### config.mk
export PLATFORM = sky130hd
export DESIGN_NAME = history_buffer_with_cursor
export DESIGN_NICKNAME = d
export VERILOG_FILES = /design/src/rtl/hbc_pkg.sv /design/src/rtl/hbc_in_stage.sv /design/src/rtl/hbc_core.sv /design/src/rtl/hbc_out_stage.sv /design/src/rtl/history_buffer_with_cursor.sv
export SDC_FILE = /design/constraint.sdc
export NUM_CORES = 2
export LEC_CHECK = 0
export BUFFER_PORTS_ARGS = -buffer_cell sky130_fd_sc_hd__buf_2
export CORE_ASPECT_RATIO = 0.75
export CORE_MARGIN = 2
export CORE_UTILIZATION = 60
export DETAILED_ROUTE_END_ITERATION = 7
export PLACE_DENSITY = 0.79
export SLEW_MARGIN = 10
export SYNTH_ARGS = -nofsm -noshare
export SYNTH_HDL_FRONTEND = slang
export SYNTH_SLANG_ARGS = --single-unit
### constraint.sdc
create_clock -name clk -period 18.85 [get_ports clk]
set_input_delay 3.77 -clock clk [delete_from_list [all_inputs] [get_ports clk]]
set_output_delay 3.77 -clock clk [all_outputs]
set_load 0.01 [all_outputs]
### src/rtl/hbc_pkg.sv
// ----------------------------------------------------------------------------
// hbc_pkg
// shared types, request codes and defaults of the history buffer with cursor
// ----------------------------------------------------------------------------
package hbc_pkg;

  localparam int CAPACITY_DEF = 100;
  localparam int SEQ_W        = 64;

  localparam logic [2:0] REQ_APPEND = 3'd0;
  localparam logic [2:0] REQ_BACK   = 3'd1;
  localparam logic [2:0] REQ_FWD    = 3'd2;
  localparam logic [2:0] REQ_OLDEST = 3'd3;
  localparam logic [2:0] REQ_NEWEST = 3'd4;

  typedef struct packed {
    logic [2:0]  req_type;
    logic [1:0]  entry_kind;
    logic [31:0] entry_payload;
    logic        speak_now;
  } hbc_in_t;

  typedef struct packed {
    logic [31:0] say_payload;
    logic        log_empty;
  } hbc_out_t;

  typedef struct packed {
    logic [31:0] payload;
    logic [1:0]  kind;
  } hbc_entry_t;

  typedef struct packed {
    logic        valid;
    logic        from_store;
    logic        empty;
    logic [31:0] payload;
  } hbc_res_t;

endpackage

### src/rtl/hbc_in_stage.sv
// ----------------------------------------------------------------------------
// hbc_in_stage
// input register that holds one request word for the processing cycle
// ----------------------------------------------------------------------------
module hbc_in_stage (
  input  logic            clk,
  input  logic            rst_n,
  input  logic            in_valid,
  output logic            in_ready,
  input  hbc_pkg::hbc_in_t in_data,
  input  logic            adv,
  output logic            item_valid,
  output hbc_pkg::hbc_in_t item
);

  logic             valid_r;
  logic             valid_nxt;
  hbc_pkg::hbc_in_t data_r;

  assign in_ready   = !valid_r || adv;
  assign item_valid = valid_r;
  assign item       = data_r;

  always_comb begin
    valid_nxt = valid_r;
    if (in_ready) begin
      valid_nxt = in_valid;
    end
  end

  always_ff @(posedge clk) begin
    if (!rst_n) begin
      valid_r <= 1'b0;
    end else begin
      valid_r <= valid_nxt;
    end
  end

  always_ff @(posedge clk) begin
    if (in_valid && in_ready) begin
      data_r <= in_data;
    end
  end

endmodule

### src/rtl/hbc_core.sv
// ----------------------------------------------------------------------------
// hbc_core
// entry store, ring pointers, sequence numbers and cursor update
// ----------------------------------------------------------------------------
module hbc_core #(
  parameter int CAPACITY = hbc_pkg::CAPACITY_DEF
) (
  input  logic               clk,
  input  logic               rst_n,
  input  logic               proc_en,
  input  logic               adv,
  input  hbc_pkg::hbc_in_t   item,
  output hbc_pkg::hbc_res_t  res_nxt,
  output hbc_pkg::hbc_entry_t rd_entry
);

  localparam int SLOT_W = (CAPACITY > 1) ? $clog2(CAPACITY) : 1;
  localparam int CNT_W  = $clog2(CAPACITY + 1);
  localparam int SEQ_W  = hbc_pkg::SEQ_W;

  logic [CNT_W-1:0]  count_r, count_nxt;
  logic [SLOT_W-1:0] oldest_slot_r, oldest_slot_nxt;
  logic [SEQ_W-1:0]  oldest_seq_r, oldest_seq_nxt;
  logic [SEQ_W-1:0]  cursor_r, cursor_nxt;
  logic              follow_r, follow_nxt;

  hbc_pkg::hbc_entry_t store [CAPACITY];
  hbc_pkg::hbc_entry_t rd_entry_r;

  logic              full;
  logic              empty;
  logic [SLOT_W-1:0] last;
  logic [SEQ_W-1:0]  cur_gap;
  logic              in_range;
  logic [SLOT_W-1:0] cur;
  logic [SLOT_W-1:0] idx;
  logic [SLOT_W:0]   rd_sum;
  logic [SLOT_W-1:0] rd_slot;
  logic [SLOT_W:0]   wr_sum;
  logic [SLOT_W-1:0] wr_slot;
  logic [SLOT_W-1:0] slot_inc;
  logic              is_append;
  logic              is_move;
  logic              wr_en;

  assign full     = count_r == CNT_W'(CAPACITY);
  assign empty    = count_r == '0;
  assign last     = SLOT_W'(count_r - CNT_W'(1));
  assign cur_gap  = cursor_r - oldest_seq_r;
  assign in_range = cur_gap < SEQ_W'(count_r);
  assign cur      = follow_r ? last : (in_range ? cur_gap[SLOT_W-1:0] : '0);

  always_comb begin
    unique case (item.req_type)
      hbc_pkg::REQ_BACK:   idx = (cur == '0) ? '0 : cur - SLOT_W'(1);
      hbc_pkg::REQ_FWD:    idx = (cur == last) ? last : cur + SLOT_W'(1);
      hbc_pkg::REQ_OLDEST: idx = '0;
      default:             idx = last;
    endcase
  end

  // ring slot of the landed index and of the next free entry
  assign rd_sum   = {1'b0, oldest_slot_r} + {1'b0, idx};
  assign rd_slot  = (rd_sum >= (SLOT_W+1)'(CAPACITY)) ?
                    SLOT_W'(rd_sum - (SLOT_W+1)'(CAPACITY)) : rd_sum[SLOT_W-1:0];
  assign wr_sum   = {1'b0, oldest_slot_r} + {1'b0, count_r[SLOT_W-1:0]};
  assign wr_slot  = full ? oldest_slot_r :
                    ((wr_sum >= (SLOT_W+1)'(CAPACITY)) ?
                     SLOT_W'(wr_sum - (SLOT_W+1)'(CAPACITY)) : wr_sum[SLOT_W-1:0]);
  assign slot_inc = (oldest_slot_r == SLOT_W'(CAPACITY - 1)) ? '0 :
                    oldest_slot_r + SLOT_W'(1);

  assign is_append = (item.req_type == hbc_pkg::REQ_APPEND) && (item.entry_payload != '0);
  assign is_move   = (item.req_type == hbc_pkg::REQ_BACK) ||
                     (item.req_type == hbc_pkg::REQ_FWD) ||
                     (item.req_type == hbc_pkg::REQ_OLDEST) ||
                     (item.req_type == hbc_pkg::REQ_NEWEST);
  assign wr_en     = proc_en && is_append;

  always_comb begin
    count_nxt       = count_r;
    oldest_slot_nxt = oldest_slot_r;
    oldest_seq_nxt  = oldest_seq_r;
    cursor_nxt      = cursor_r;
    follow_nxt      = follow_r;
    res_nxt         = '0;
    if (proc_en && is_append) begin
      if (full) begin
        oldest_slot_nxt = slot_inc;
        oldest_seq_nxt  = oldest_seq_r + SEQ_W'(1);
      end else begin
        count_nxt = count_r + CNT_W'(1);
      end
      if (follow_r) begin
        cursor_nxt = oldest_seq_r + SEQ_W'(count_r);
      end
      res_nxt.valid   = item.speak_now;
      res_nxt.payload = item.entry_payload;
    end else if (proc_en && is_move) begin
      res_nxt.valid = 1'b1;
      if (empty) begin
        res_nxt.empty = 1'b1;
      end else begin
        res_nxt.from_store = 1'b1;
        cursor_nxt         = oldest_seq_r + SEQ_W'(idx);
        follow_nxt         = idx == last;
      end
    end
  end

  always_ff @(posedge clk) begin
    if (!rst_n) begin
      count_r       <= '0;
      oldest_slot_r <= '0;
      oldest_seq_r  <= SEQ_W'(1);
      cursor_r      <= '0;
      follow_r      <= 1'b1;
    end else begin
      count_r       <= count_nxt;
      oldest_slot_r <= oldest_slot_nxt;
      oldest_seq_r  <= oldest_seq_nxt;
      cursor_r      <= cursor_nxt;
      follow_r      <= follow_nxt;
    end
  end

  always_ff @(posedge clk) begin
    if (wr_en) begin
      store[wr_slot] <= '{payload: item.entry_payload, kind: item.entry_kind};
    end
    if (adv) begin
      rd_entry_r <= store[rd_slot];
    end
  end

  assign rd_entry = rd_entry_r;

  a_count_bound: assert property (@(posedge clk) disable iff (!rst_n)
    count_r <= CNT_W'(CAPACITY))
    else $error("entry count above capacity");

  a_slot_bound: assert property (@(posedge clk) disable iff (!rst_n)
    {1'b0, oldest_slot_r} < (SLOT_W+1)'(CAPACITY))
    else $error("oldest slot out of range");

  a_follow_newest: assert property (@(posedge clk) disable iff (!rst_n)
    (follow_r && !empty) |-> (cursor_r == oldest_seq_r + SEQ_W'(count_r) - SEQ_W'(1)))
    else $error("following cursor not on newest entry");

  a_append_fills: assert property (@(posedge clk) disable iff (!rst_n)
    (proc_en && is_append) |=> (count_r != '0))
    else $error("store empty after append");

  a_full_evicts: assert property (@(posedge clk) disable iff (!rst_n)
    (proc_en && is_append && full) |=> (oldest_seq_r == $past(oldest_seq_r) + SEQ_W'(1)))
    else $error("append on full store did not evict");

endmodule

### src/rtl/hbc_out_stage.sv
// ----------------------------------------------------------------------------
// hbc_out_stage
// result register; picks the store read word or the direct payload
// ----------------------------------------------------------------------------
module hbc_out_stage (
  input  logic                clk,
  input  logic                rst_n,
  input  hbc_pkg::hbc_res_t   res_nxt,
  input  hbc_pkg::hbc_entry_t rd_entry,
  output logic                adv,
  output logic                out_valid,
  input  logic                out_ready,
  output hbc_pkg::hbc_out_t   out_data
);

  logic        valid_r;
  logic        from_store_r;
  logic        empty_r;
  logic [31:0] payload_r;

  assign adv       = !valid_r || out_ready;
  assign out_valid = valid_r;

  always_comb begin
    out_data.say_payload = from_store_r ? rd_entry.payload : payload_r;
    out_data.log_empty   = empty_r;
  end

  always_ff @(posedge clk) begin
    if (!rst_n) begin
      valid_r <= 1'b0;
    end else if (adv) begin
      valid_r <= res_nxt.valid;
    end
  end

  always_ff @(posedge clk) begin
    if (adv) begin
      from_store_r <= res_nxt.from_store;
      empty_r      <= res_nxt.empty;
      payload_r    <= res_nxt.payload;
    end
  end

endmodule

### src/rtl/history_buffer_with_cursor.sv
// ----------------------------------------------------------------------------
// history_buffer_with_cursor
// bounded message history with a sequence-numbered read cursor
// ----------------------------------------------------------------------------
//   channel   ports                          word
//   request   in_valid  in_ready  in_data    hbc_in_t
//   result    out_valid out_ready out_data   hbc_out_t
//
// one request word per cycle; a result word is offered once its request has
// passed the input and result registers; the result register and store read
// port load together; reset clears count, pointers and cursor; the store
// needs no clearing; a stalled result holds the whole pipe; in_ready drops
// only when both the input and result registers are full and out_ready is low
// ----------------------------------------------------------------------------
module history_buffer_with_cursor #(
  parameter int CAPACITY = hbc_pkg::CAPACITY_DEF
) (
  input  logic              clk,
  input  logic              rst_n,
  input  logic              in_valid,
  output logic              in_ready,
  input  hbc_pkg::hbc_in_t  in_data,
  output logic              out_valid,
  input  logic              out_ready,
  output hbc_pkg::hbc_out_t out_data
);

  logic                adv;
  logic                item_valid;
  hbc_pkg::hbc_in_t    item;
  hbc_pkg::hbc_res_t   res_nxt;
  hbc_pkg::hbc_entry_t rd_entry;

  hbc_in_stage u_in (
    .clk        (clk),
    .rst_n      (rst_n),
    .in_valid   (in_valid),
    .in_ready   (in_ready),
    .in_data    (in_data),
    .adv        (adv),
    .item_valid (item_valid),
    .item       (item)
  );

  hbc_core #(
    .CAPACITY (CAPACITY)
  ) u_core (
    .clk      (clk),
    .rst_n    (rst_n),
    .proc_en  (item_valid && adv),
    .adv      (adv),
    .item     (item),
    .res_nxt  (res_nxt),
    .rd_entry (rd_entry)
  );

  hbc_out_stage u_out (
    .clk       (clk),
    .rst_n     (rst_n),
    .res_nxt   (res_nxt),
    .rd_entry  (rd_entry),
    .adv       (adv),
    .out_valid (out_valid),
    .out_ready (out_ready),
    .out_data  (out_data)
  );

endmodule

==> run_results.csv <==
group,metric,value,unit
die,die_x,563,um
clock_tree,cts_tree,"yes",
pwr,pwr-share-comb,0.122,
die,die-area,239000,um^2
pwr,switchingPower,4.31,mW
grt,grt_max_degree,128,
timing,fin_crit,14260,ps
timing,tns,0,ps
clock_tree,cts_hold_buffers,0,
logic_synthesis,synth_area_leaders,"edfxtp_1, mux4_2, dfxtp_1, nand2_1, a211oi_1",
timing,hold_violations,0,
timing,hold_ws,463,ps
setup_path,r2r-end,"u_core.rd_entry[26]$_DFFE_PP_",
grt,antenna_found_initial,24,
drt,routed_wl,390,mm
min_path,min-delay-start,"u_core.cursor_r[3]$_SDFFE_PN0P_",
clock_tree,numCtsBuffers,318,
pwr,pwr-share-clk,0.382,
setup_path,critPathCaptureType,"register",
timing,slew_viol_final,0,
logic_synthesis,yosys_warnings,0,
setup_path,crit_family,"compound AO/OA/AOI/OAI gates",
pwr,power_density,109,nW/um^2
flow_run,max_cap_viol_count,0,
logic_synthesis,synthDistinctLibCells,108,
setup_path,r2r_cells,39,
setup_path,timing.critical_path.buf_inv,5,
drt,antenna_left,0,
logic_synthesis,ys_ff_latch,3447,
timing,tightest_slew,1400,ps
setup_path,crit_type,"reg -> reg",
place,post-place-cells,10600,
setup_path,reg2reg_from,"u_core.oldest_seq_r[0]$_SDFFE_PN1P_",
pwr,fin_total_pwr,17.1,mW
pwr,irDropWorstVdd,82.7,uV
drt,routedWlPerCell,34.9,um
drt,drc_errors,0,
min_path,hp-class,"reg -> reg",
setup_path,cp_slowest_cell,"fa_4",
timing,rsz0062_at_grt,"false",
min_path,hold_depth,2,
logic_synthesis,synth_cells,7642,
drt,route.vias.total,79400,
finish,layout-drive-gt1-share,0.223,
logic_synthesis,syn_avg_cell_area,18.4,um^2
clock_tree,cts_resized,0,
drt,dr.first_iter.drc_count,13300,
setup_path,r2r_slack,4590,ps
logic_synthesis,netlist_area,141000,um^2
place,portBuffers,74,
clock_tree,clk_path_buf_depth,4,
pwr,leakagePower,49.7,nW
place,place_hpwl,208,mm
logic_synthesis,synth_top_area_frac,0.704,
drt,dr.pass1.iters,6,
clock_tree,clock-sinks,3447,
die,fp.dieH,424,um
run_status,status,"complete, no violations",
setup_path,cp_max_fo,91,
logic_synthesis,synth_enable_flop_cells,3302,
finish,nets,7954,
setup_path,required,19430,ps
pwr,power.internal,12.8,mW
clock_tree,post_cts_buffers,0,
finish,layout_common_cells,"edfxtp_1, mux4_2, nand2_1",
place,gp_congestion,0.916,
setup_path,cp_slowest_stage_delay,900,ps
timing,slew_headroom,0.0608,
setup_path,crit_path_start_kind,"register",
logic_synthesis,synth_flop_cell,"edfxtp_1",
die,row_count,154,
drt,vias_per_cell,7.11,
timing,fmax,70.1,MHz
finish,layout_commonest_cell,"edfxtp_1",
grt,grt_pass1_wl,557,mm
die,start_util,0.602,
finish,final_cells,11200,
setup_path,crit_arrival,14830,ps
finish,postLayoutCellArea,156000,um^2
timing,fin_crit_sh,0.756,
min_path,hold_end,"u_core.cursor_r[3]$_SDFFE_PN0P_",
grt,grt_pass1_vias,77800,
logic_synthesis,synthesis.nets,7791,
clock_tree,clk_latency,910,ps
die,io_pins,77,
logic_synthesis,synthArstFlopShare,0,
grt,grt_overflow_total,0,
pwr,seqPwrFrac,0.497,
pwr,sw_frac_of_total,0.252,
clock_tree,cts_root_buf,"clkbuf_16",
finish,area_growth,10.9,%
clock_tree,ctsHtreeMaxLevel,5,
timing,clock_skew,64.4,ps
grt,grt.total_usage,0.327,
timing,setup_viol,0,
place,dpl_cell_area,146000,um^2
logic_synthesis,yosys.area.top_type,"edfxtp_1",
die,fp.coreArea,234000,um^2
clock_tree,path_clk_slew,60,ps
logic_synthesis,yosysSeqAreaShare,0.725,
-- worst max-delay path by stage --
stage                                         end                                 from  depth (start not counted)
global route        u_core.rd_entry[23]$_DFFE_PP_  u_core.oldest_seq_r[0]$_SDFFE_PN1P_                         35
finish              u_core.rd_entry[26]$_DFFE_PP_  u_core.oldest_seq_r[0]$_SDFFE_PN1P_                         39
global placement    u_core.rd_entry[23]$_DFFE_PP_  u_core.oldest_seq_r[0]$_SDFFE_PN1P_                         35
detailed placement  u_core.rd_entry[23]$_DFFE_PP_  u_core.oldest_seq_r[0]$_SDFFE_PN1P_                         35
floorplan            u_core.rd_entry[4]$_DFFE_PP_      u_core.cursor_r[0]$_SDFFE_PN0P_                         43
CTS                 u_core.rd_entry[23]$_DFFE_PP_  u_core.oldest_seq_r[0]$_SDFFE_PN1P_                         35
-- cell families after synthesis --
kind of cell,Yosys count,synth area share
flops,3447,0.725
simple gates,1439,0.0476
compound gates,1002,0.0484
mux,951,0.145
buf+inv,529,0.0146
xor+xnor,167,0.0104
fa+ha+maj,107,0.00972
-- synthesized netlist by cell type, types with 10 or more instances --
cell type and number:
edfxtp_1 3302, mux4_2 864, nand2_1 553, clkbuf_1 359, nor2_1 354, a21oi_1 216, a211oi_1 214, and2_1 177
o21ai_0 161, dfxtp_1 145, xnor2_1 138, ha_1 103, inv_1 101, a311oi_1 85, a31oi_1 77, nand4_1 70
nand3_1 65, nor3_1 58, mux2i_1 44, or3_1 42, mux2_2 41, nor4_1 33, buf_2 31, a21o_1 30
xor2_1 29, o21a_1 28, buf_1 25, o21ai_1 24, o211ai_1 22, o21bai_1 14, and3_1 13, nor2b_1 13
o22ai_1 11, o31ai_1 10
-- flip-flops by register name (all words and copies together), names as in the netlist, 7 cells and up --
signal and cells:
u_core.oldest_seq_r 64, u_in.item 36, u_core.cursor_r 64, u_core.count_r 7, u_core.rd_entry 32, u_core.store 3200, u_core.oldest_slot_r 7, u_out.payload_r 32
-- metrics by stage --
stage | util | setup slack [ps]
floorplan | - | 9190
global placement | 0.623 | 4730
CTS | 0.667 | 4820
finish | 0.667 | 4590
global route | 0.667 | 3890
detailed placement | 0.623 | 4910
-- per-layer routing --
layer  part of all wire  GRT usage
met1               0.37      0.473
met2               0.46      0.493
met3               0.13     0.0863
met4              0.036      0.105
met5            0.00051          0
-- area by class of cell --
cell class              count  area [um^2]
diodes                      3         7.51
multi-input cells        3666        37600
clock inverters           186         1990
repair buffers            266         1990
inverters                 106          402
fillers                 14400        77900
clock buffers             376         8250
well taps                3120         3900
flip-flops and latches   3447       102000
-- worst reg2reg max path: cells and delay by family, from the launching register on --
| family | cells | cell delay (ps) |
|---|---|---|
| AO/OA/AOI/OAI | 17 | 5010 |
| AND/OR/NAND/NOR | 9 | 3000 |
| buffers and inverters | 5 | 2460 |
| adder cells (fa/ha/maj) | 6 | 2360 |
| XOR/XNOR | 1 | 530 |
| flip-flops | 1 | 380 |
| multiplexers | 1 | 200 |
-- power by group through the flow --
| stage | combinational, mW | sequential, mW | clock, mW |
|---|---|---|---|
| floorplan | 1.14 | 8.67 | 0 |
| global placement | 1.95 | 8.64 | 0 |
| detailed placement | 1.98 | 8.64 | 0 |
| CTS | 2.01 | 8.47 | 6.54 |
| global route | 2.16 | 8.47 | 6.80 |
| finish | 2.08 | 8.47 | 6.51 |
Power figures use the tool's default switching activity.
